===== config.mk =====
export PLATFORM = sky130hd
export DESIGN_NAME = dlf_ram
export DESIGN_NICKNAME = d
export VERILOG_FILES = /design/src/rtl/dlf_ram.sv
export SDC_FILE = /design/constraint.sdc
export NUM_CORES = 1
export LEC_CHECK = 0
export BUFFER_PORTS_ARGS = -buffer_cell sky130_fd_sc_hd__buf_4
export CORE_UTILIZATION = 44
export DETAILED_ROUTE_END_ITERATION = 6
export PLACE_DENSITY = 0.61
export SYNTH_ARGS = -nofsm -noshare
export SYNTH_HDL_FRONTEND = slang
export SYNTH_SLANG_ARGS = --single-unit
export TNS_END_PERCENT = 10

===== constraint.sdc =====
create_clock -name clk_i -period 2.92 [get_ports clk_i]
set_input_delay 0.584 -clock clk_i [delete_from_list [all_inputs] [get_ports clk_i]]
set_output_delay 0.584 -clock clk_i [all_outputs]
set_load 0.02 [all_outputs]

===== src/rtl/dlf_ram.sv =====
`timescale 1ns / 1ps
`default_nettype none

module dlf_ram #(
  parameter int Width = 16,
  parameter int Depth = 16
) (
  input  wire logic                     clk_i,
  input  wire logic                     we_i,
  input  wire logic [$clog2(Depth)-1:0] waddr_i,
  input  wire logic [Width-1:0]         wdata_i,
  input  wire logic                     re_i,
  input  wire logic [$clog2(Depth)-1:0] raddr_i,
  output logic      [Width-1:0]         rdata_o
);

  logic [Width-1:0] mem_q [Depth];
  logic [Width-1:0] rdata_q;

  // write port
  always_ff @(posedge clk_i) begin
    if (we_i) begin
      mem_q[waddr_i] <= wdata_i;
    end
  end

  // registered read port, holds between reads
  always_ff @(posedge clk_i) begin
    if (re_i) begin
      rdata_q <= mem_q[raddr_i];
    end
  end

  assign rdata_o = rdata_q;

endmodule

`default_nettype wire


Word level (Yosys, flattened, before mapping)
Memory sizes are Yosys's and may differ from the RTL's. A register that Yosys moved wholly into a read port is not among the register bits.
Cells that the tools add are included.
{"block": "totals", "regBits": 0, "latch_bits": 0, "mem_bits_rw": 256, "rom_bits": 0, "out_inout_bits": 16, "wordCells": 3, "mem_count": 1}
{"name": "mem_q", "words": 16, "width": 16, "rd": 1, "rd_clocked_by_memory_dff": 1, "write_ports": 1, "line_no": "17", "rtl": "logic [Width-1:0] mem_q [Depth];"}
{"block": "classes", "addsub": 0, "n_mul": 0, "div": 0, "magnitude_cmp": 0, "n_eq_ne": 0, "n_shift": 0, "mux": 2, "n_bitwise": 0, "n_reduce_logical": 0}
{"cell": "$mux 1", "count": 2}

Logic depth before layout (Yosys ltp)
{"block": "logic_depth", "word_depth": 2, "depth_mapped": 5, "mapped_depth_nobuf": 3}

Least setup slack after synthesis
No wires, ideal clock.
{"block": "synth_path", "path_type": "input port to flip-flop", "from": "input port waddr_i[2]", "to": "memory mem_q[0][0] (enable)", "arrival_time_ns": 2.230, "required_ns": 2.511, "slack_ns": 0.281, "path_stages": 2, "n_path_buf": 0, "path_cell_list": "or3b_2 nor3_1"}
{"item": "start: declaration", "line_no": "10", "rtl": "input wire logic [$clog2(Depth)-1:0] waddr_i,"}
{"item": "end: declaration", "line_no": "17"}
No word-level cell before the write port.

==> impl_metrics.tcl <==
set metrics [dict create \
    route.detailed.drc 0 \
    final_util_pct 52.89 \
    cts_buffer_depth 3 \
    slew_violations 0 \
    finalWeightedCongestion 0.7131 \
    hp-class "input pin to flip-flop" \
    nNetsFinal 537 \
    clk-insertion-delay-late_ns 0.53 \
    async_flop_share_pct 0 \
    dp_hpwl_mm 11.50 \
    min_path_cells 1 \
    tightest_slew_ns 0.6529 \
    h-tree-depth 1 \
    synth.most_common_cell "edfxtp_1" \
    synth_area_per_cell_sq_um 23.62 \
    max_clock_freq_mhz 563.5 \
    place_inst 765 \
    reg2reg_from "mem_q[8][1]" \
    netlist_area_sq_um 10200 \
    die_height_microns 154.3 \
    clk_pin_slew_worst_paths_ns 0.06 \
    synth-seq-cells 272 \
    synthTopCellsByCount "edfxtp_1, mux4_2, a22oi_1" \
    grt_usage_pct 18.69 \
    r2r_end "rdata_o[1]" \
    overflow 0 \
    fin_crit_sh_pct 60.77 \
    core_area_sq_um 22710 \
    fp.dieArea_sq_um 23800 \
    grt_pass1_wl_mm 31.57 \
    required_ns 3.21 \
    fin_crit_ns 1.775 \
    fin_setup_tns_ns 0 \
    syn_inst 432 \
    power_mw 8.297 \
    relSlewSlack_pct 56.42 \
    powerDensity_nw_per_um2 690.8 \
    leakagePower_nw 3.911 \
    vias 4686 \
    holdWs_ns 0.3498 \
    postRouteAntennaNets 0 \
    portBuffers 42 \
    boundaryPins 43 \
    yosysTopAreaCell "edfxtp_1" \
    drt-initial-drc-count 353 \
    synth_top_area_share_pct 80.05 \
    cts.sinks 272 \
    postCtsSetupRepairBufs 0 \
    hold_start "wdata_i[11]" \
    final_cells 814 \
    status "finished, final reports clean" \
    clock-root-buffer "clkbuf_16" \
    finalWirelength_mm 21.35 \
    cts_made_buffers 28 \
    fillers 1742 \
    hold_viol_final 0 \
    drive_gt1_share_pct 34.22 \
    start_util_pct 44.93 \
    rsz0062_at_grt "no" \
    crit_arrival_ns 2.06 \
    yosys-top-cells-area "edfxtp_1, mux4_2, mux4_1" \
    path_max_fanout 18 \
    areaGrowthSynthToFinish_pct 17.71 \
    placed_area_sq_um 11120 \
    worst_setup_path_end_kind "flip-flop" \
    grt_max_degree 30 \
    cts_tree "yes" \
    rows 55 \
    yosysSeqAreaShare_pct 80.05 \
    final_cell_area_sq_um 12010 \
    clock_skew_ns 0.008320 \
    synthFlopType "edfxtp_1" \
    synth_cell_type_count 18 \
    wl_per_cell_microns 26.23 \
    syn_nets 459 \
    setup_viol 0 \
    cap_viol_max_count 0 \
    ir_drop_mv 0.4241 \
    reg2reg_depth 3 \
    synth_edf_count 272 \
    worst-r2r-setup-slack_ns 1.51 \
    cts_resized 0 \
    setup_slack_ns 1.145 \
    whs_endpoint "mem_q[12][11]" \
    antenna_found_initial 0 \
    path_class "input pin to flip-flop" \
    grt_pass1_vias 4883 \
    vias_per_cell 5.757 \
    drt_first_pass_iters 4 \
    synth_warnings 0 \
    hold_buffers 0 \
    pre_cts_slack_ns 0.5733 \
    cp-start-kind "input pin" \
    die_w_microns 154.3 \
    diodes 0 \
]
-- how the worst max path moves through the flow --
stage / from / slack [ns] / end
after global routing: raddr_i[0] / 1.03 / rdata_o[1]
after floorplan: waddr_i[2] / 0.28 / mem_q[0][0]
after CTS: raddr_i[0] / 1.14 / rdata_o[11]
final: raddr_i[0] / 1.15 / rdata_o[11]
after detailed placement: raddr_i[0] / 0.57 / rdata_o[11]
after global placement: raddr_i[0] / 0.57 / rdata_o[11]
-- sequential cells by signal (all words and copies together), names as in the netlist --
signal,cells
mem_q,256
rdata_o,16
-- worst max-delay path, cell delays in order --
cell	delay, ns
buf_4	0.35
buf_4	0.29
mux4_1	0.57
a22oi_1	0.19
nand2_1	0.06
-- placed cells by master, fill, tap and decap left out --
cell type   count
nand2b_1        2
nor2_1          1
buf_12          9
nor2_2         12
edfxtp_1      272
bufinv_16       3
nor2b_1         2
clkinvlp_4      1
clkinv_2        8
clkinv_1        5
buf_4          60
a22oi_1        32
clkbuf_16      29
nand2_1        17
or3b_2          1
clkbuf_1        3
nor3_2          4
mux4_2         54
mux4_1         10
nand3_1         1
nand3b_1        2
and2_1          1
-- routing by layer --
layer	global-route usage [%]	vias to the layer above	wire length (microns)
met1	27.90	2460	9403
met5	0	-	0
met2	29.07	183	9910
li1	-	2011	-
met3	3.502	32	1631
met4	3.913	0	403
-- power by group --
part | switching (mW) | leakage, nW | internal [mW]
sequential | 0.0234 | 2.47 | 4.40
combinational | 0.245 | 0.996 | 0.188
clock | 1.38 | 0.443 | 2.06
total | 1.65 | 3.91 | 6.64
-- cells by family (layout without fill, tap and decap cells) --
family | after synthesis | after routing | synth area share (%)
flops | 272 | 272 | 80.05
mux | 64 | 64 | 14.49
compound gates | 32 | 32 | 2.354
buf+inv | 21 | 118 | 1.214
simple gates | 43 | 43 | 1.888
-- layout make-up --
cell class / instances / area, sq um / share of cell area [%]
clock buffer: 32 / 737.0 / 6.136
clock inverter: 17 / 156.4 / 1.302
multi-input combinational: 139 / 1962 / 16.33
sequential: 272 / 8168 / 68.01
tap: 285 / 356.6 / 2.969
timing repair buffer: 69 / 630.6 / 5.251
Note: power is estimated with default switching activity, not from simulation.
