**src/rtl/dlf_pkg.sv**
```systemverilog
`timescale 1ns / 1ps
`default_nettype none

package dlf_pkg;

  // sizes of the layer
  localparam int MAX_INPUTS  = 64;
  localparam int MAX_OUTPUTS = 16;
  localparam int ACC_WIDTH   = 48;

  // derived widths
  localparam int IN_AW   = $clog2(MAX_INPUTS);
  localparam int OUT_AW  = $clog2(MAX_OUTPUTS);
  localparam int W_AW    = IN_AW + OUT_AW;
  localparam int W_DEPTH = MAX_INPUTS * MAX_OUTPUTS;
  localparam int CNT_W   = 7;
  localparam int NOUT_W  = 5;
  localparam int CFG_W   = 7;
  localparam int DATA_W  = 16;
  localparam int PROD_W  = 2 * DATA_W;

  // input item selector
  typedef enum logic [1:0] {
    FUNC_WEIGHT = 2'd0,
    FUNC_BIAS   = 2'd1,
    FUNC_ACT    = 2'd2
  } func_e;

  // configuration register index
  typedef enum logic [0:0] {
    REG_INPUTS  = 1'b0,
    REG_OUTPUTS = 1'b1
  } cfg_reg_e;

  // controller states
  typedef enum logic [1:0] {
    ST_IDLE  = 2'd0,
    ST_MAC   = 2'd1,
    ST_DRAIN = 2'd2,
    ST_EMIT  = 2'd3
  } ctrl_state_e;

  typedef struct packed {
    logic [1:0]         func;
    logic [3:0]         row;
    logic [5:0]         col;
    logic signed [15:0] value;
    logic               last;
  } in_item_t;

  typedef struct packed {
    logic [3:0]         neuron;
    logic signed [15:0] result;
    logic               saturated;
    logic               end_of_run;
  } out_item_t;

  // controller to datapath
  typedef struct packed {
    logic issue;
    logic clear;
  } mac_ctl_t;

  // datapath to controller
  typedef struct packed {
    logic busy;
  } mac_sts_t;

  typedef struct packed {
    logic signed [15:0] result;
    logic               saturated;
  } mac_res_t;

endpackage

`default_nettype wire

```
**src/rtl/dlf_ctrl.sv**
```systemverilog
`timescale 1ns / 1ps
`default_nettype none

module dlf_ctrl (
  input  wire logic                            clk_i,
  input  wire logic                            rst_ni,
  input  wire logic                            in_valid_i,
  output logic                                 in_stall_o,
  input  wire dlf_pkg::in_item_t               in_data_i,
  output logic                                 out_valid_o,
  input  wire logic                            out_stall_i,
  output dlf_pkg::out_item_t                   out_data_o,
  input  wire logic                            cfg_we_i,
  input  wire logic [0:0]                      cfg_idx_i,
  input  wire logic [dlf_pkg::CFG_W-1:0]       cfg_wdata_i,
  output logic [dlf_pkg::DATA_W-1:0]           wdata_o,
  output logic                                 w_we_o,
  output logic [dlf_pkg::W_AW-1:0]             w_waddr_o,
  output logic                                 w_re_o,
  output logic [dlf_pkg::W_AW-1:0]             w_raddr_o,
  output logic                                 a_we_o,
  output logic [dlf_pkg::IN_AW-1:0]            a_waddr_o,
  output logic                                 a_re_o,
  output logic [dlf_pkg::IN_AW-1:0]            a_raddr_o,
  output logic                                 b_we_o,
  output logic [dlf_pkg::OUT_AW-1:0]           b_waddr_o,
  output logic                                 b_re_o,
  output logic [dlf_pkg::OUT_AW-1:0]           b_raddr_o,
  output dlf_pkg::mac_ctl_t                    mac_ctl_o,
  input  wire dlf_pkg::mac_sts_t               mac_sts_i,
  input  wire dlf_pkg::mac_res_t               mac_res_i
);

  localparam logic [dlf_pkg::CNT_W-1:0]  MAX_IN  = dlf_pkg::CNT_W'(dlf_pkg::MAX_INPUTS);
  localparam logic [dlf_pkg::NOUT_W-1:0] MAX_OUT = dlf_pkg::NOUT_W'(dlf_pkg::MAX_OUTPUTS);

  dlf_pkg::ctrl_state_e             state_q, state_d;
  logic [dlf_pkg::CFG_W-1:0]        inputs_q;
  logic [dlf_pkg::NOUT_W-1:0]       outputs_q;
  logic [dlf_pkg::CNT_W-1:0]        count_q, count_d;
  logic [dlf_pkg::CNT_W-1:0]        used_q, used_d;
  logic [dlf_pkg::NOUT_W-1:0]       nout_q, nout_d;
  logic [dlf_pkg::OUT_AW-1:0]       n_q, n_d;
  logic [dlf_pkg::CNT_W-1:0]        k_q, k_d;
  logic                             out_valid_q, out_valid_d;
  dlf_pkg::out_item_t               out_q, out_d;
  logic [dlf_pkg::CNT_W-1:0]        nin;
  logic [dlf_pkg::NOUT_W-1:0]       nout;
  logic [dlf_pkg::CNT_W-1:0]        cnt_new;
  logic                             accept;
  logic                             store_act;
  logic                             out_free;
  logic                             eor;

  // configuration registers
  always_ff @(posedge clk_i or negedge rst_ni) begin
    if (!rst_ni) begin
      inputs_q  <= dlf_pkg::CFG_W'(dlf_pkg::MAX_INPUTS);
      outputs_q <= dlf_pkg::NOUT_W'(dlf_pkg::MAX_OUTPUTS);
    end else if (cfg_we_i) begin
      if (cfg_idx_i == dlf_pkg::REG_INPUTS) begin
        inputs_q <= cfg_wdata_i;
      end else begin
        outputs_q <= cfg_wdata_i[dlf_pkg::NOUT_W-1:0];
      end
    end
  end

  // effective sizes, zero acts as one and large values clip
  always_comb begin
    if (inputs_q == '0) begin
      nin = dlf_pkg::CNT_W'(1);
    end else if (inputs_q > MAX_IN) begin
      nin = MAX_IN;
    end else begin
      nin = inputs_q;
    end
    if (outputs_q == '0) begin
      nout = dlf_pkg::NOUT_W'(1);
    end else if (outputs_q > MAX_OUT) begin
      nout = MAX_OUT;
    end else begin
      nout = outputs_q;
    end
  end

  assign in_stall_o = (state_q != dlf_pkg::ST_IDLE);
  assign accept     = in_valid_i & ~in_stall_o;
  assign store_act  = (count_q < nin);
  assign cnt_new    = store_act ? count_q + dlf_pkg::CNT_W'(1) : count_q;
  assign out_free   = ~out_valid_q | ~out_stall_i;
  assign eor        = ({1'b0, n_q} + dlf_pkg::NOUT_W'(1)) == nout_q;

  // memory addressing
  assign wdata_o   = in_data_i.value;
  assign w_waddr_o = {in_data_i.row[dlf_pkg::OUT_AW-1:0], in_data_i.col[dlf_pkg::IN_AW-1:0]};
  assign b_waddr_o = in_data_i.row[dlf_pkg::OUT_AW-1:0];
  assign a_waddr_o = count_q[dlf_pkg::IN_AW-1:0];
  assign w_raddr_o = {n_q, k_q[dlf_pkg::IN_AW-1:0]};
  assign a_raddr_o = k_q[dlf_pkg::IN_AW-1:0];
  assign b_raddr_o = n_q;

  // next state and outputs
  always_comb begin
    state_d     = state_q;
    count_d     = count_q;
    used_d      = used_q;
    nout_d      = nout_q;
    n_d         = n_q;
    k_d         = k_q;
    out_valid_d = out_valid_q & out_stall_i;
    out_d       = out_q;
    w_we_o      = 1'b0;
    a_we_o      = 1'b0;
    b_we_o      = 1'b0;
    w_re_o      = 1'b0;
    a_re_o      = 1'b0;
    b_re_o      = 1'b0;
    mac_ctl_o   = '0;

    unique case (state_q)
      dlf_pkg::ST_IDLE: begin
        if (accept) begin
          unique case (in_data_i.func)
            dlf_pkg::FUNC_WEIGHT: begin
              w_we_o = (32'(in_data_i.row) < dlf_pkg::MAX_OUTPUTS) &&
                       (32'(in_data_i.col) < dlf_pkg::MAX_INPUTS);
            end
            dlf_pkg::FUNC_BIAS: begin
              b_we_o = (32'(in_data_i.row) < dlf_pkg::MAX_OUTPUTS);
            end
            dlf_pkg::FUNC_ACT: begin
              a_we_o  = store_act;
              count_d = cnt_new;
              if (in_data_i.last) begin
                count_d = '0;
                used_d  = (cnt_new < nin) ? cnt_new : nin;
                nout_d  = nout;
                n_d     = '0;
                k_d     = '0;
                state_d = dlf_pkg::ST_MAC;
              end
            end
            default: begin
            end
          endcase
        end
      end
      dlf_pkg::ST_MAC: begin
        // one weight and one activation per cycle
        w_re_o          = 1'b1;
        a_re_o          = 1'b1;
        b_re_o          = (k_q == '0);
        mac_ctl_o.issue = 1'b1;
        mac_ctl_o.clear = (k_q == '0);
        k_d             = k_q + dlf_pkg::CNT_W'(1);
        if (k_d >= used_q) begin
          state_d = dlf_pkg::ST_DRAIN;
        end
      end
      dlf_pkg::ST_DRAIN: begin
        if (!mac_sts_i.busy) begin
          state_d = dlf_pkg::ST_EMIT;
        end
      end
      dlf_pkg::ST_EMIT: begin
        if (out_free) begin
          out_valid_d          = 1'b1;
          out_d.neuron         = n_q;
          out_d.result         = mac_res_i.result;
          out_d.saturated      = mac_res_i.saturated;
          out_d.end_of_run     = eor;
          k_d                  = '0;
          if (eor) begin
            state_d = dlf_pkg::ST_IDLE;
          end else begin
            n_d     = n_q + dlf_pkg::OUT_AW'(1);
            state_d = dlf_pkg::ST_MAC;
          end
        end
      end
      default: begin
        state_d = dlf_pkg::ST_IDLE;
      end
    endcase
  end

  // control registers
  always_ff @(posedge clk_i or negedge rst_ni) begin
    if (!rst_ni) begin
      state_q     <= dlf_pkg::ST_IDLE;
      count_q     <= '0;
      used_q      <= '0;
      nout_q      <= '0;
      n_q         <= '0;
      k_q         <= '0;
      out_valid_q <= 1'b0;
    end else begin
      state_q     <= state_d;
      count_q     <= count_d;
      used_q      <= used_d;
      nout_q      <= nout_d;
      n_q         <= n_d;
      k_q         <= k_d;
      out_valid_q <= out_valid_d;
    end
  end

  // output payload register
  always_ff @(posedge clk_i) begin
    out_q <= out_d;
  end

  assign out_valid_o = out_valid_q;
  assign out_data_o  = out_q;

`ifndef SYNTH
  // issue counter stays inside the used elements
  assert property (@(posedge clk_i) disable iff (!rst_ni)
    (state_q == dlf_pkg::ST_MAC) |-> (k_q < used_q))
    else $error("issue index beyond used elements");

  // no products still in flight when a neuron result is taken
  assert property (@(posedge clk_i) disable iff (!rst_ni)
    (state_q == dlf_pkg::ST_EMIT) |-> !mac_sts_i.busy)
    else $error("result taken with datapath busy");

  // element count is bounded and cleared while a sample is computed
  assert property (@(posedge clk_i) disable iff (!rst_ni)
    (count_q <= MAX_IN) && ((state_q == dlf_pkg::ST_IDLE) || (count_q == '0)))
    else $error("element count out of range");

  // a new neuron result is produced only from the emit state
  assert property (@(posedge clk_i) disable iff (!rst_ni)
    ($rose(out_valid_q)) |-> ($past(state_q) == dlf_pkg::ST_EMIT))
    else $error("result appeared outside emit");
`endif

endmodule

`default_nettype wire

```
**config.mk**
```make
export PLATFORM = sky130hd
export DESIGN_NAME = dlf_ctrl
export DESIGN_NICKNAME = d
export VERILOG_FILES = /design/src/rtl/dlf_pkg.sv /design/src/rtl/dlf_ctrl.sv
export SDC_FILE = /design/constraint.sdc
export NUM_CORES = 1
export LEC_CHECK = 0
export BUFFER_PORTS_ARGS = -buffer_cell sky130_fd_sc_hd__buf_2
export CORE_ASPECT_RATIO = 1.5
export CORE_MARGIN = 4
export CORE_UTILIZATION = 35
export CTS_CLUSTER_DIAMETER = 60
export DETAILED_ROUTE_END_ITERATION = 7
export GPL_ROUTABILITY_DRIVEN = 0
export SLEW_MARGIN = 20
export SYNTH_ARGS = -nofsm -noshare
export SYNTH_HDL_FRONTEND = slang
export SYNTH_SLANG_ARGS = --single-unit
```
**constraint.sdc**
```tcl
create_clock -name clk_i -period 5.3 [get_ports clk_i]
set_clock_uncertainty 0.2 [all_clocks]
set_input_delay 0.265 -clock clk_i [delete_from_list [all_inputs] [get_ports clk_i]]
set_output_delay 0.265 -clock clk_i [all_outputs]
set_load 0.005 [all_outputs]
```
After elaboration in Yosys (flattened, before gate mapping)
Index checks and enable logic that the tools add are counted.
{ "totals": {"latch_bits": 0, "in_bits": 60, "regBits": 67, "n_memories": 0, "ramBits": 0, "elab_cells": 98, "output_inout_bits": 88, "romBits": 0} }
{ "classes": {"n_addsub": 4, "shifts": 0, "div_mod_pow": 0, "muxes": 40, "n_reduce_logical": 16, "magnitude_cmp": 5, "mul": 0, "n_eq_ne": 13, "n_bitwise": 7} }
{ "ops": {"columns": ["cell", "count"], "rows": [
  ["$mux W7", 9],
  ["$pmux W7 S3", 1],
  ["$mux W4", 5],
  ["$add A7 B1 Y7 const B", 2],
  ["$logic_not A7 Y1", 2],
  ["$lt A7 B7 Y1", 2],
  ["$mux W1", 14],
  ["$mux W2", 7],
  ["$ne A2 B2 Y1 const B", 6],
  ["$reduce_and A6 Y1", 2],
  ["$mux W5", 2],
  ["$pmux W2 S4", 1],
  ["$pmux W4 S2", 1],
  ["$ge A7 B7 Y1", 1],
  ["$gt A7 B7 Y1 const B", 1],
  ["$eq A2 B2 Y1 const B", 3],
  ["$reduce_and A2 Y1", 3],
  ["$add A4 B1 Y5 const B", 1],
  ["$eq A5 B5 Y1", 1],
  ["$gt A5 B5 Y1 const B", 1],
  ["$logic_not A5 Y1", 1],
  ["$reduce_and A5 Y1", 1],
  ["$add A4 B1 Y4 const B", 1],
  ["$eq A2 B1 Y1 const B", 2],
  ["other kinds (9)", 15]
]} }

Depth between registers and ports, before layout
Gate-level depths: netlist of run 1.
{ "logic_depth": {"ltp_word": 7, "mapped_depth": 16, "ltp_nobuf": 15} }

Worst setup path after synthesis of run 1
Ideal clock, no wire load.
{ "synth_timing": {"kind": "reg-to-reg", "startpoint": "register inputs_q[6] (netlist name)", "endpoint": "register used_q[1] (netlist name)", "path_stages_with_launch": 17, "n_path_buf": 1, "arrival_time_ns": 3.762, "synth_period_minus_slack_ns": 4.088, "slack_ns": 1.212, "setup_ns": 0.126, "t_required_ns": 4.974, "path_cell_list": "dfstp_2 -> clkinv_1 -> nand2_1 -> ha_1 -> a211oi_1 -> nor2_1 -> or2_2 -> clkbuf_1 -> nor4_2 -> xor2_1 -> ha_1 -> o21a_1 -> a21oi_1 -> and3_1 -> nand4_1 -> and3_1 -> a221o_1"} }
{ "synth_via": {"elab_chain_len": 7, "elab_cells_between_ends": 8, "cone_classes": "order compare (3); mux (4); reduce/logical (1)"} }
{ "synth_rtl": {"columns": ["element", "line", "text"], "rows": [
  ["start, declared", "dlf_ctrl.sv:38", "logic [dlf_pkg::CFG_W-1:0] inputs_q;"],
  ["start signal, assigned", "dlf_ctrl.sv:58", "inputs_q <= dlf_pkg::CFG_W'(dlf_pkg::MAX_INPUTS);"],
  ["start signal, assigned", "dlf_ctrl.sv:62", "inputs_q <= cfg_wdata_i;"],
  ["$gt A7 B7 Y1", "dlf_ctrl.sv:73", "end else if (inputs_q > MAX_IN) begin"],
  ["$mux W7", "dlf_ctrl.sv:73", null],
  ["$mux W7 (*)", "dlf_ctrl.sv:71", "if (inputs_q == '0) begin"],
  ["$lt A7 B7 Y1", "dlf_ctrl.sv:89", "assign store_act = (count_q < nin);"],
  ["$mux W7", "dlf_ctrl.sv:90", "assign cnt_new = store_act ? count_q + dlf_pkg::CNT_W'(1) : count_q;"],
  ["$lt A7 B7 Y1", "dlf_ctrl.sv:137", "used_d = (cnt_new < nin) ? cnt_new : nin;"],
  ["$mux W7 (*)", "dlf_ctrl.sv:137", null],
  ["end signal, assigned", "dlf_ctrl.sv:201", "used_q <= used_d;"],
  ["end, declared", "dlf_ctrl.sv:41", "logic [dlf_pkg::CNT_W-1:0] used_q, used_d;"]
]} }
Mark *: on every way between the ends. The rest lies on a longest branch, timed or not.
A chain may end at the register's enable or synchronous reset.

Final worst setup path of run 1
{ "layout_timing": {"startpoint": "register inputs_q[6] (netlist name)", "endpoint": "register used_q[5] (netlist name)"} }
The elaborated chain is that of the path after synthesis.

==> results of run 1 <==
[registers in the layout, summed over array words and instances, names as in the netlist]
| name | count |
|---|---|
| inputs_q | 7 |
| b_raddr_o | 4 |
| outputs_q | 5 |
| count_q | 7 |
| k_q | 7 |
| state_q | 2 |
| nout_q | 5 |
| out_data_o | 22 |
| out_valid_o | 1 |
| used_q | 7 |
[layout by cell type, fill, tap and decap left out, drive strengths merged, types with 3 or more instances in the layout]
| cell | synthesis | final |
|---|---|---|
| clkinv | 1 | 3 |
| inv | 17 | 20 |
| xnor2 | 8 | 8 |
| a21oi | 11 | 11 |
| o21ai | 22 | 22 |
| and3 | 5 | 5 |
| dlygate4sd3 | 0 | 25 |
| dfrtp | 43 | 43 |
| nor2b | 3 | 3 |
| mux2i | 4 | 4 |
| nand4 | 3 | 3 |
| nor3 | 10 | 10 |
| nand2 | 37 | 37 |
| a22o | 5 | 5 |
| buf | 55 | 91 |
| nand3 | 15 | 15 |
| nor2 | 14 | 14 |
| edfxtp | 22 | 22 |
| a221o | 6 | 6 |
| o21a | 3 | 3 |
| mux2 | 12 | 12 |
| nand2b | 8 | 8 |
| xor2 | 7 | 7 |
| ha | 28 | 28 |
| o31ai | 3 | 3 |
| clkbuf | 7 | 9 |
[area by class of cell]
cell class                 count  area, um2
sequential                    67       1790
tap                          147        184
timing repair buffer         116        708
fill                        1058       6360
clock buffer                   9        225
multi-input combinational    233       1700
inverter                      18       67.6
clock inverter                 7       83.8
[worst register-to-register path, stage by stage, from the launching register on]
cell and delay, ns:
dfstp_2 0.56, clkinv_1 0.22, nand2_1 0.17, ha_1 0.26, a211oi_1 0.20, nor2_1 0.08
or2_2 0.39, nor4_2 0.35, xor2_1 0.30, ha_1 0.30, o21a_1 0.18, a21oi_1 0.19
and3_1 0.23, nand4_1 0.13, a31oi_1 0.49, a221o_1 0.24
[cell families (layout without fill, tap and decap cells)]
group | after synthesis | in the layout | share of synthesized area [%]
AND/OR/NAND/NOR | 107 | 107 | 13.9
AO/OA/AOI/OAI | 67 | 67 | 11.9
multiplexers | 16 | 16 | 4.40
flip-flops | 67 | 67 | 44.9
buffers and inverters | 80 | 150 | 12.7
XOR/XNOR | 15 | 15 | 3.30
adder cells (fa/ha/maj) | 28 | 28 | 8.79
[path summary, 6_finish.rpt]
check / from / to / slack (ns) / cells past startpoint
setup / recovery: inputs_q[6]$_DFFE_PN1P_ / used_q[5]$_DFFE_PN0P_ / 0.76 / 15
hold / removal: out_stall_i / out_valid_o$_DFF_PN0_ / 0.04 / 3
setup reg to reg: inputs_q[6]$_DFFE_PN1P_ / used_q[5]$_DFFE_PN0P_ / 0.76 / 15
hold reg to reg: nout_q[3]$_DFFE_PN0P_ / nout_q[3]$_DFFE_PN0P_ / 0.30 / 2
max in group asynchronous: rst_ni / nout_q[3]$_DFFE_PN0P_ / 4.24 / 2
min in group asynchronous: rst_ni / k_q[6]$_DFFE_PN0P_ / 0.27 / 2
[through the flow]
stage               area, um2  setup WS (ns)  utilization (%)  hold slack [ns]
finish                   4760          0.756             42.8           0.0360
global route             4760          0.501             42.8           0.0564
CTS                      4750          0.797             42.7           0.0148
detailed placement       4190          0.855             37.7            0.243
global placement         4190          0.994             37.7            0.241
floorplan                3980           1.21                -           -0.231
[timing repair]
action                     CTS  global route
setup endpoints to repair    0             0
hold buffers                25             0
hold endpoints to repair    71             0
[layer usage]
metal / GRT usage (%) / part of all wire (%)
met1: 16.1 / 40
met3: 3.75 / 7.8
met2: 22.7 / 49
met4: 7.30 / 3.1
met5: 0 / 0
[power groups by stage]
| stage | Clock (mW) | Combinational [mW] | Sequential (mW) |
|---|---|---|---|
| floorplan | 0 | 0.578 | 0.799 |
| CTS | 0.622 | 0.781 | 0.817 |
| finish | 0.610 | 0.775 | 0.815 |
| global route | 0.651 | 0.890 | 0.835 |
| global placement | 0 | 0.739 | 0.821 |
| detailed placement | 0 | 0.761 | 0.826 |
==> run metrics, run 1 <==
flops & latches, synth 67; Leak between 2 and 2.5 nW; register area share after synthesis between 40% and 50%; first-pass GRT wire length 14400 um; main flop type after synthesis dfrtp_1; CP top delay family simple AND/OR/NAND/NOR gates; vias in the first global route around 3000; die width 95.1 um; CP cell instances clkinv_1, nand2_1, ha_1, a211oi_1, nor2_1, or2_2, nor4_2, xor2_1, ha_1, o21a_1, a21oi_1, and3_1, nand4_1, a31oi_1, a221o_1; run status completed; First DRT Iteration DRCs 132; I/O pin count approximately 150; worst-path maximum fanout 8; die area 13200 um2; sequential share of power between 30% and 40%; RSZ-0062 raised after global routing false; clock-pin slew of the registers on the worst-case setup and hold paths 0.06 ns; Clock power frac 27.7%; Int Power between 1 and 1.5 mW; Slew Viols, Final 0; clock tree buffer depth 2; Final period util between 80 and 90%; P_sw 0.790 mW; Post-Syn Nets 468; fin nets 533; P per Cell Area 462 nW/um2; Netlist Area Pre-Place 3980 um2; post-route setup TNS 0 ns; Clock Sinks 67; Post-Syn Area per Cell 10.5 um2; row count 47; First-pass DRT Iterations 4; ant diodes 0; crit start category flip-flop; CTS resizes 0; Max rail drop VDD 0.000173 V; logic gate share of total power 35.2%; initial antenna violation count 0; Max Cap Violations 0; largest net degree at the start of global routing 46; Initial Util a little over a third; overall power 2.20 mW; Worst Path Arrival 4.61 ns; Tightest Pin Transition 0.915 ns; latest clock arrival within the worst-skew pair ~0.34 ns; top cells by count, synth buf_4, dfrtp_1, nand2_1, ha_1, edfxtp_1; TritonCTS Buffers 9; routed wire length 8870 um; CTS tree done; Yosys top cell by area dfrtp_1; layout cells sized above 1 28.9%; Max Fclk 220 MHz; Clock Tree Root clkbuf_16; Max H-tree Level 3; CP required 5.37 ns; Worst Hold Class primary input to flip-flop; Core Area 11100 um2; Net Sw Frac between 30% and 40%; crit-path max cell delay 0.56 ns; Placed Cells incl. Taps 556; Final ANT Viol Nets 0; slew margin rel. between 30 and 40%; Yosys cell types 53; setup violators final 0; final hold viol count 0; synth warn 0; CP most frequent cell ha_1; EDFF count, synth 22; Worst setup EP type flip-flop; top cell type's share of synthesized area about 27%; Setup CP Type flip-flop to flip-flop; die height 139 um; Tot GR Track Use 13.8%; Port Buffer Count slightly above 90; ys async rst share 67.2%; Syn-to-layout area delta 19.4%; Via density 4.93; Vias 2943; Critical-path top delay cell dfstp_2; min Tclk post-route ~4.5 ns; Post-CTS Setup Bufs 0; Routed WL per cell 14.9 um; grt total ovfl 0; Layout Cells excl Fill 597; DPL Wire Length 6630 um; Mapped Cells 380; Remaining DRCs 0; most common cell in the netlist buf_4; Synth area leaders dfrtp_1, edfxtp_1, buf_4, ha_1, nand2_1; crit path buf inv count 1
Note: power is estimated with default switching activity, not from simulation.
==> run 2: changes to the inputs <==
Settings changed: RECOVER_POWER set to 100.
Clock period 5.3 ns to 5.1 ns, I/O delays scaled along.
==> run 2 against run 1 <==
Compared with the run above:
- the flow now finishes with violations (hold timing, capacitance limit, slew limit)
- hold slack worse by 0.042 ns
- global-route usage is 0.41 points lower
- critical path depth stayed put
- combinational power hardly changed
- die area stayed put
- sequential share of layout area is 0.73 points higher
- first-iteration DRC count is 11% lower
- register-to-register slack worse by 0.39 ns
- sequential power is 4.3% higher
- worst setup slack worse by 0.39 ns
- clock power is 2% higher
==> run metrics, run 2 (synthesized netlist as in run 1, its figures left out) <==
Worst setup EP type flip-flop (unchanged); CP cell instances clkinv_1, nand2_1, ha_1, a211oi_1, nor2_1, or2_0, nor4_1, xor2_1, ha_1, o21a_1, a21oi_1, and3_1, nand4_1, a31oi_1, a221o_1 (was clkinv_1, nand2_1, ha_1, a211oi_1, nor2_1, or2_2, nor4_2, xor2_1, ha_1, o21a_1, a21oi_1, and3_1, nand4_1, a31oi_1, a221o_1); Core Area 11100 um2 (unchanged); Post-CTS Setup Bufs 0 (unchanged); row count 47 (unchanged); Leak 2.08 nW (was 2.23 nW); CP top delay family simple AND/OR/NAND/NOR gates (unchanged); Layout Cells excl Fill 597 (unchanged); Max Fclk 211 MHz (was 220 MHz); slew margin rel. -60.5% (was 37.4%); layout cells sized above 1 18.9% (was 28.9%); largest net degree at the start of global routing 46 (unchanged); die area 13200 um2 (unchanged); number of flip-flops in the largest register 22 (unchanged); Vias 2946 (was 2943); Via density 4.93 (about the same); Tot GR Track Use 13.4% (was 13.8%); Final period util 92.8% (was 85.7%); CP most frequent cell ha_1 (unchanged); post-route setup TNS 0 ns (unchanged); Max Cap Violations 2 (was 0); clock-pin slew of the registers on the worst-case setup and hold paths 0.06 ns (about the same); vias in the first global route 2936 (was 3004); Worst Hold Class primary input to flip-flop (unchanged); setup violators final 0 (unchanged); hold slack -0.00633 ns (was 0.0360 ns); Tightest Pin Transition 2.41 ns (was 0.915 ns); CP required 5.17 ns (was 5.37 ns); run status finished with violations (was completed); Remaining DRCs 0 (unchanged); First DRT Iteration DRCs 118 (was 132); die height 139 um (unchanged); Routed WL per cell 14.4 um (was 14.9 um); most frequent cells in the layout buf_2, dfrtp_1, nand2_1, clkbuf_1, ha_1 (was buf_2, dfrtp_1, nand2_1); Final ANT Viol Nets 0 (unchanged); final hold viol count 1 (was 0); Initial Util 35.8% (unchanged); DPL Wire Length 6600 um (was 6630 um); min Tclk post-route 4.73 ns (was 4.54 ns); Placed Cells incl. Taps 556 (unchanged); routed wire length 8590 um (was 8870 um); failing checks hold timing, capacitance limit, slew limit; Util after Layout 42.0% (was 42.8%); initial antenna violation count 0 (unchanged); Clock Sinks 67 (unchanged); crit start category flip-flop (unchanged); TritonCTS Buffers 9 (unchanged); fill count 1060 (was 1058); Syn-to-layout area delta 17.1% (was 19.4%); P per Cell Area 481 nW/um2 (was 462 nW/um2); Clock Tree Root clkbuf_16 (unchanged); Slew Viols, Final 69 (was 0); Max rail drop VDD 0.000175 V (was 0.000173 V); worst-path maximum fanout 8 (unchanged); Critical-path top delay cell nor4_1 (was dfstp_2); Max H-tree Level 3 (unchanged); fin nets 533 (unchanged); ant diodes 0 (unchanged); Port Buffer Count 91 (unchanged); crit path buf inv count 1 (unchanged); first-pass GRT wire length 14000 um (was 14400 um); I/O pin count 148 (unchanged); Worst Path Arrival 4.80 ns (was 4.61 ns); most common cell after layout, fill and taps aside buf_2 (unchanged); RSZ-0062 raised after global routing false (unchanged); clock tree buffer depth 2 (unchanged); First-pass DRT Iterations 4 (unchanged); latest clock arrival within the worst-skew pair 0.34 ns (about the same); Setup CP Type flip-flop to flip-flop (unchanged); die width 95.1 um (unchanged); crit-path max cell delay 0.59 ns (was 0.56 ns); CTS tree done (unchanged); grt total ovfl 0 (unchanged)
[run 2: cell types whose count changed in the layout (fill, tap and decap cells not counted), moves of 2 or more]
cell      delta
buf_2       -38
clkbuf_1    +37
buf_1        +2
nor4_1       +2
[run 2: worst paths after layout]
check,startpoint,to,slack (ns),cells past startpoint
worst max-delay path,inputs_q[6]$_DFFE_PN1P_,used_q[2]$_DFFE_PN0P_,0.37,15
worst min-delay path,out_stall_i,out_valid_o$_DFF_PN0_,-0.006,3
worst max register to register,inputs_q[6]$_DFFE_PN1P_,used_q[2]$_DFFE_PN0P_,0.37,15
worst min register to register,used_q[6]$_DFFE_PN0P_,used_q[6]$_DFFE_PN0P_,0.31,1
max in group asynchronous,rst_ni,b_raddr_o[3]$_DFFE_PN0P_,2.33,2
min in group asynchronous,rst_ni,k_q[4]$_DFFE_PN0P_,1.00,2
[run 2: what timing repair did]
action	CTS	global route
hold buffers	25	0
resized for setup	0	0
hold endpoints to repair	72	0
[run 2: power breakdown]
| part | switching [mW] | total, mW | internal [mW] |
|---|---|---|---|
| Clock | 0.237 | 0.622 | 0.385 |
| Combinational | 0.440 | 0.774 | 0.334 |
| Sequential | 0.128 | 0.850 | 0.722 |
[run 2: area by class of cell]
type / count / area (um2) / area share, %
tap: 147 / 184 / 3.94
multi-input combinational: 233 / 1660 / 35.6
sequential: 67 / 1790 / 38.3
inverter: 18 / 67.6 / 1.45
clock inverter: 7 / 82.6 / 1.77
clock buffer: 9 / 225 / 4.83
timing repair buffer: 116 / 657 / 14.1
[run 2: worst min-delay path, cell delays in order]
cell and delay [ns]:
buf_2 0.09, nand2_1 0.08, nand2_1 0.07
[run 2: per-layer routing]
| layer | vias to the layer above | track usage, % | routed length (um) |
|---|---|---|---|
| li1 | 1433 | - | - |
| met1 | 1360 | 15.1 | 3500 |
| met2 | 120 | 22.3 | 4090 |
| met3 | 33 | 3.31 | 662 |
| met4 | 0 | 8.29 | 339 |
| met5 | - | 0 | 0 |
[run 2: metrics by stage]
stage,cell area [um2],power [mW],setup WS [ns]
after floorplan,3980,1.43,1.01
after global placement,4190,1.62,0.800
after detailed placement,4190,1.65,0.634
after CTS,4750,2.30,0.612
after global routing,4670,2.43,0.163
final,4670,2.25,0.367
